==> src/aip_pkg.sv <==
// ----------------------------------------------------------------------------
// aip_pkg: shared types and constants for the array intersection probe
// List depth, field widths, action and result codes, and the result and
// memory request records passed between modules.
// ----------------------------------------------------------------------------
`default_nettype none

package aip_pkg;

  localparam int LIST_DEPTH = 32;
  localparam int ADDR_W     = (LIST_DEPTH > 1) ? $clog2(LIST_DEPTH) : 1;
  localparam int LEN_W      = $clog2(LIST_DEPTH + 1);

  localparam int VALUE_W    = 32;
  localparam int COUNT_W    = 11;
  localparam int ACTION_W   = 2;

  localparam int OUT_FIELDS_W = VALUE_W + 1 + COUNT_W;
  localparam int OUT_TDATA_W  = ((OUT_FIELDS_W + 7) / 8) * 8;
  localparam int OUT_PAD_W    = OUT_TDATA_W - OUT_FIELDS_W;

  localparam logic [COUNT_W-1:0] CAPACITY_RESET = 11'd1024;

  localparam logic [ACTION_W-1:0] ACT_STORE  = 2'd0;
  localparam logic [ACTION_W-1:0] ACT_PROBE  = 2'd1;
  localparam logic [ACTION_W-1:0] ACT_FINISH = 2'd2;

  localparam logic KIND_MATCH   = 1'b0;
  localparam logic KIND_VERDICT = 1'b1;

  typedef enum logic [1:0] {
    S_IDLE,
    S_SCAN,
    S_PUT
  } state_t;

  typedef struct packed {
    logic               kind;
    logic [VALUE_W-1:0] value;
    logic               verdict;
    logic [COUNT_W-1:0] total;
  } res_t;

  typedef struct packed {
    logic               we;
    logic [ADDR_W-1:0]  waddr;
    logic [VALUE_W-1:0] wdata;
    logic               re;
    logic [ADDR_W-1:0]  raddr;
  } mem_req_t;

endpackage

`default_nettype wire

==> src/aip_list_mem.sv <==
// ----------------------------------------------------------------------------
// aip_list_mem: second-list storage
// One write port and one read port, read data registered.
// ----------------------------------------------------------------------------
`default_nettype none

module aip_list_mem (
  input  wire logic                      clk,
  input  wire aip_pkg::mem_req_t         req,
  output logic [aip_pkg::VALUE_W-1:0]    rdata
);
  import aip_pkg::*;

  logic [VALUE_W-1:0] mem [LIST_DEPTH];

  always_ff @(posedge clk) begin
    if (req.we) begin
      mem[req.waddr] <= req.wdata;
    end
  end

  always_ff @(posedge clk) begin
    if (req.re) begin
      rdata <= mem[req.raddr];
    end
  end

endmodule

`default_nettype wire

==> src/aip_out_reg.sv <==
// ----------------------------------------------------------------------------
// aip_out_reg: result output register
// Holds one result beat towards the master side; refills on the beat it drains.
// ----------------------------------------------------------------------------
`default_nettype none

module aip_out_reg (
  input  wire logic          clk,
  input  wire logic          rst,
  input  wire logic          push,
  output logic               push_ready,
  input  wire aip_pkg::res_t push_data,
  output logic               out_valid,
  input  wire logic          out_ready,
  output aip_pkg::res_t      out_data
);
  import aip_pkg::*;

  assign push_ready = !out_valid || out_ready;

  always_ff @(posedge clk) begin
    if (rst) begin
      out_valid <= 1'b0;
    end else if (push_ready) begin
      out_valid <= push;
    end
  end

  always_ff @(posedge clk) begin
    if (push && push_ready) begin
      out_data <= push_data;
    end
  end

endmodule

`default_nettype wire

==> src/array_intersection_probe.sv <==
// ----------------------------------------------------------------------------
// array_intersection_probe: nested-loop list intersection
// Stores the second list in a RAM, scans it serially for each probe beat and
// emits matches, overflow and finish verdicts through an output register.
// ----------------------------------------------------------------------------
// Store writes the RAM; action 3 is accepted and ignored. Finish passes through
//   S_PUT to the output register. Probe: one RAM read and compare per cycle over
//   the stored entries, then S_PUT hands the result over; a probe with an empty
//   list or after overflow is accepted and ignored.
// Reset (rst, synchronous): list length, match count and overflow clear,
//   capacity returns to 1024, output empty; RAM contents are not cleared.
`default_nettype none

module array_intersection_probe (
  input  wire logic                         clk,
  input  wire logic                         rst,
  input  wire logic                         cfg_we,
  input  wire logic [aip_pkg::COUNT_W-1:0]  cfg_wdata,    // result_capacity
  input  wire logic                         s_tvalid,
  output logic                              s_tready,
  input  wire logic [aip_pkg::VALUE_W-1:0]  s_tdata,      // [31:0] value
  input  wire logic [aip_pkg::ACTION_W-1:0] s_tuser,      // [1:0] action
  output logic                              m_tvalid,
  input  wire logic                         m_tready,
  output logic [aip_pkg::OUT_TDATA_W-1:0]   m_tdata,      // [31:0] match_value,
                                                          // [32] verdict,
                                                          // [43:33] match_total
  output logic                              m_tuser       // [0] kind
);
  import aip_pkg::*;

  state_t             state, state_next;
  logic [LEN_W-1:0]   len, len_next;
  logic [COUNT_W-1:0] emitted, emitted_next;
  logic               ovf, ovf_next;
  logic [COUNT_W-1:0] capacity;
  logic [VALUE_W-1:0] probe, probe_next;
  logic [ADDR_W-1:0]  cmp_idx, cmp_idx_next;
  res_t               res, res_next;

  mem_req_t           mem_req;
  logic [VALUE_W-1:0] rdata;
  logic               res_push, push_ready;
  res_t               out_res;
  logic               in_beat, scan_last;

  aip_list_mem u_mem (
    .clk   (clk),
    .req   (mem_req),
    .rdata (rdata)
  );

  aip_out_reg u_out (
    .clk        (clk),
    .rst        (rst),
    .push       (res_push),
    .push_ready (push_ready),
    .push_data  (res),
    .out_valid  (m_tvalid),
    .out_ready  (m_tready),
    .out_data   (out_res)
  );

  assign m_tuser = out_res.kind;
  assign m_tdata = {{OUT_PAD_W{1'b0}}, out_res.total, out_res.verdict, out_res.value};

  assign in_beat   = s_tvalid && s_tready;
  assign scan_last = (LEN_W'(cmp_idx) + LEN_W'(1)) == len;

  always_comb begin
    state_next   = state;
    len_next     = len;
    emitted_next = emitted;
    ovf_next     = ovf;
    probe_next   = probe;
    cmp_idx_next = cmp_idx;
    res_next     = res;
    s_tready     = 1'b0;
    res_push     = 1'b0;
    mem_req      = '0;
    mem_req.wdata = s_tdata;
    mem_req.waddr = len[ADDR_W-1:0];

    case (state)
      S_IDLE: begin
        s_tready = 1'b1;
        if (in_beat) begin
          case (s_tuser)
            ACT_STORE: begin
              if (len != LEN_W'(LIST_DEPTH)) begin
                mem_req.we = 1'b1;
                len_next   = len + LEN_W'(1);
              end
            end
            ACT_PROBE: begin
              if (!ovf && len != '0) begin
                mem_req.re    = 1'b1;
                mem_req.raddr = '0;
                probe_next    = s_tdata;
                cmp_idx_next  = '0;
                state_next    = S_SCAN;
              end
            end
            ACT_FINISH: begin
              res_next.kind    = KIND_VERDICT;
              res_next.value   = '0;
              res_next.verdict = (emitted != '0) && !ovf;
              res_next.total   = emitted;
              len_next         = '0;
              emitted_next     = '0;
              ovf_next         = 1'b0;
              state_next       = S_PUT;
            end
            default: begin
            end
          endcase
        end
      end

      S_SCAN: begin
        if (rdata == probe) begin
          // first matching entry ends the scan, duplicates never emit twice
          if (emitted < capacity) begin
            emitted_next     = emitted + COUNT_W'(1);
            res_next.kind    = KIND_MATCH;
            res_next.value   = probe;
            res_next.verdict = 1'b0;
            res_next.total   = emitted + COUNT_W'(1);
          end else begin
            ovf_next         = 1'b1;
            res_next.kind    = KIND_VERDICT;
            res_next.value   = '0;
            res_next.verdict = 1'b0;
            res_next.total   = emitted;
          end
          state_next = S_PUT;
        end else if (scan_last) begin
          state_next = S_IDLE;
        end else begin
          mem_req.re    = 1'b1;
          mem_req.raddr = cmp_idx + ADDR_W'(1);
          cmp_idx_next  = cmp_idx + ADDR_W'(1);
        end
      end

      S_PUT: begin
        res_push = 1'b1;
        if (push_ready) begin
          state_next = S_IDLE;
        end
      end

      default: begin
        state_next = S_IDLE;
      end
    endcase
  end

  always_ff @(posedge clk) begin
    if (rst) begin
      state    <= S_IDLE;
      len      <= '0;
      emitted  <= '0;
      ovf      <= 1'b0;
      capacity <= CAPACITY_RESET;
    end else begin
      state   <= state_next;
      len     <= len_next;
      emitted <= emitted_next;
      ovf     <= ovf_next;
      if (cfg_we) begin
        capacity <= cfg_wdata;
      end
    end
  end

  always_ff @(posedge clk) begin
    probe   <= probe_next;
    cmp_idx <= cmp_idx_next;
    res     <= res_next;
  end

  // scan only runs over a non-empty list and stays inside it
  a_scan_nonempty: assert property (@(posedge clk) disable iff (rst)
    state == S_SCAN |-> len != '0)
    else $error("scan with empty list");

  a_scan_in_range: assert property (@(posedge clk) disable iff (rst)
    state == S_SCAN |-> LEN_W'(cmp_idx) < len)
    else $error("scan index past list length");

  // overflow is always announced by a verdict beat
  a_ovf_verdict: assert property (@(posedge clk) disable iff (rst)
    $rose(ovf) |-> state == S_PUT && res.kind == KIND_VERDICT)
    else $error("overflow set without verdict result");

  // match count moves only on an emitted match or a finish clear
  a_count_move: assert property (@(posedge clk) disable iff (rst)
    !$past(rst) && emitted != $past(emitted) |->
      emitted == '0 || (state == S_PUT && res.kind == KIND_MATCH && res.total == emitted))
    else $error("match count changed unexpectedly");

endmodule

`default_nettype wire
==> config.mk <==
export PLATFORM = sky130hd
export DESIGN_NAME = array_intersection_probe
export DESIGN_NICKNAME = d
export VERILOG_FILES = /design/src/aip_pkg.sv /design/src/aip_list_mem.sv /design/src/aip_out_reg.sv /design/src/array_intersection_probe.sv
export SDC_FILE = /design/constraint.sdc
export NUM_CORES = 1
export LEC_CHECK = 0
export BUFFER_PORTS_ARGS = -buffer_cell sky130_fd_sc_hd__buf_2
export CORE_MARGIN = 4
export CORE_UTILIZATION = 45
export CTS_BUF_LIST = sky130_fd_sc_hd__clkbuf_8
export DETAILED_ROUTE_END_ITERATION = 10
export SYNTH_ARGS = -nofsm -noshare
export SYNTH_HDL_FRONTEND = slang
export SYNTH_SLANG_ARGS = --single-unit
==> constraint.sdc <==
create_clock -name clk -period 6.9 [get_ports clk]
set_clock_uncertainty 0.1 [all_clocks]
set_input_delay 1.38 -clock clk [delete_from_list [all_inputs] [get_ports clk]]
set_output_delay 1.38 -clock clk [all_outputs]
set_load 0.02 [all_outputs]
==> results.txt <==
Placed Area: 50,300 sq um
most common cell after layout, fill and taps aside: edfxtp_1
unrepaired setup endpoints after global routing: false
Post-route DRC: 0
first drt pass iteration count: 5
Final setup viols: 0
post-CTS resize count: 0
peak supply drop: 185 uV
fmax: 0.191 GHz
hold crit path type: flop to flop
Final GP Congestion: 0.865
postcts setup bufs: 0
status: complete, no violations
crit path time final: 5.25 ns
Worst setup SP type: flop
Setup WS post-layout: 1.65 ns
WHS Endpoint: u_out.out_data[43]
number of synthesized flops with an enable pin: 1,183
fin nets: 3,272
die footprint: 113,000 sq um
pwr dens: 262 nW/um^2
Setup TNS: 0 ns
Worst Setup SP: cmp_idx[0]
worst slack, placed: 1.67 ns
Worst Hold Depth: 0
chip width: 336 microns
CTS root buf: clkbuf_8
clk slew on worst S/H paths: 0.07 ns
synthesis-stage register bit count: 1,215
Slew HR: 0.144
Arrival @ worst endpoint: 5.78 ns
GRT Resource Usage Total: 0.233
cts hold-fix bufs: 0
post-synthesis adder-cell area fraction: 0.00440
setup slack, reg-to-reg: 1.65 ns
multiplexer area fraction after synthesis: 0.0288
post-synth top area share: 0.735
Leak: 17.6 nW
commonest cells after routing, fill and taps aside: edfxtp_1, clkbuf_8, a21oi_1, nand2_1, a211oi_1
initial antenna violation count: 9
max-slew violations: 0
Crit path required time: 7.43 ns
Post-Syn Area: 48,300 sq um
num ports: 101
FFs w/ async S/R, synth: 0
final design instance area without fill: 53,800 sq um
post-synthesis xor/xnor area fraction: 0.0101
crit share post-route: 0.761
Total Power: 14.1 mW
Die Height: 336 microns
area grow syn2layout: 11.3%
Core ar.: 106,000 sq um
final wirelength: 132,000 microns
drt wl/cell: 27.8 microns
Detailed Place HPWL: 77,200 microns
clk buf depth: 3
drt via density: 6.02
R2R cell count: 11
post-synthesis sequential area ratio: 0.749
Hold Startpoint: res[43]
worst r2r dst: u_mem.rdata[25]
vias: 28.6k
CP max FO: 62
syn_area_per_cell: 15.5 sq um
Setup crit end kind: flop
Post-DRT Antenna Nets: 0
synthesized instance count: 3,107
Top FF cell, synth: edfxtp_1
compound-gate portion of the synthesized area: 0.119
Ys Warns: 0
CTS sink cnt: 1,215
main area contributors after synthesis: edfxtp_1, mux2i_1, a211oi_1, a21oi_1, clkbuf_1
H-tree depth: 4
first-pass GRT wire length: 193,000 microns
IO Port Bufs: 96
pin count of the biggest net entering global routing: 159
max-capacitance violation count: 0
post-synthesis simple-gate area fraction: 0.0670
final core occ: 0.508
Slew @ Worst Pin: 1.28 ns
initial core utilization: 0.456
critical path class: flop to flop
Distinct cells, synth: 59
main combinational cell family by area after synthesis: compound AO/OA/AOI/OAI gates
Starting DRT DRC Count: 3,099
CTS buffer count: 193
GRT overflow: 0
vias in the first global route: 27.5k
Reg-to-Reg Start: cmp_idx[0]
Skew-Pair Late Insertion Delay: 0.85 ns
cell taking the most area after synthesis: edfxtp_1
number of cell rows: 119
CTS tree: done
Hold Fails Final Rpt: 0
layout cell share with drive strength beyond 1: 0.135
## routing by layer
metal  track usage  wire length [microns]  vias to the layer above
met5             0                      0                        -
met4        0.0554                   2260                        0
met3        0.0587                  13600                      178
met2         0.347                  59100                     1493
met1         0.345                  57300                    14500
li1              -                      -                    12500
## cell usage after synthesis, drive strengths merged (2+ instances only)
library cell and count:
nor4b 2, nor2 132, a31oi 33, o211a 63, xor2 41, nor2b 5
buf 65, and3 7, or3b 2, o211ai 33, a2111oi 2, mux2i 139
a2bb2oi 73, nor4 50, o311ai 32, clkbuf 172, dfxtp 32, o21a 64
nor3 73, or3 36, edfxtp 1183, a21o 5, and2 98, o22ai 3
nand3b 4, o31ai 34, a211oi 160, o21ai 54, xnor2 14, nand2b 4
o32ai 31, nand2 163, a21oi 166, ha 17, nand3 46, inv 20
o22a 34, nand4 5
## state kept, by name (all words and copies together) (netlist names), 2 cells and up
signal,count
capacity,11
u_out.out_data,45
len,6
probe,32
u_mem.rdata,32
cmp_idx,5
res,45
u_mem.mem,1024
state,2
emitted,11
## how the worst max path moves through the flow
stage / endpoint / slack (ns) / depth (start not counted)
floorplan: u_mem.mem[16][0] / 2.30 / 3
global placement: u_mem.rdata[26] / 1.83 / 11
detailed placement: u_mem.rdata[28] / 1.67 / 11
CTS: u_mem.rdata[26] / 1.64 / 11
global route: u_mem.rdata[24] / 1.37 / 11
finish: u_mem.rdata[25] / 1.65 / 11
## through the flow
step | cells | hold slack (ns)
after floorplan | 3110 | 0.300
after global placement | 4401 | 0.302
after detailed placement | 4401 | 0.305
after CTS | 4750 | 0.318
after global routing | 4755 | 0.324
final | 4755 | 0.318
## cell families after synthesis
kind of cell / count (synthesis)
AO/OA/AOI/OAI: 792
other: 1
AND/OR/NAND/NOR: 631
adder cells (fa/ha/maj): 17
buffers and inverters: 257
flip-flops: 1215
XOR/XNOR: 55
multiplexers: 139
## worst max-delay path, cell delays in order, from the launching register on
cell and delay (ns):
edfxtp_1 0.52, ha_4 0.76, xnor2_1 0.20, nand2_1 0.09, nor4_2 0.45, and3_2 0.58, buf_4 0.42, or3_4 0.59
buf_4 0.57, a2bb2oi_1 0.22, a211oi_1 0.10, nor4_1 0.35
## power by group
part | total [mW] | internal [mW] | switching (mW)
clock network | 5.57 | 2.79 | 2.79
logic | 0.403 | 0.0890 | 0.314
registers | 8.14 | 8.12 | 0.0140
## area by class of cell
cell class,instances,area [sq um]
Timing Repair Buffer,137,838
Multi-Input combinational cell,1638,11500
Sequential cell,1215,36200
Inverter,20,75.1
Fill cell,8615,52100
Clock buffer,199,2740
Tap cell,1391,1740
Clock inverter,150,728
Antenna cell,5,12.5
Power figures use the tool's default switching activity.
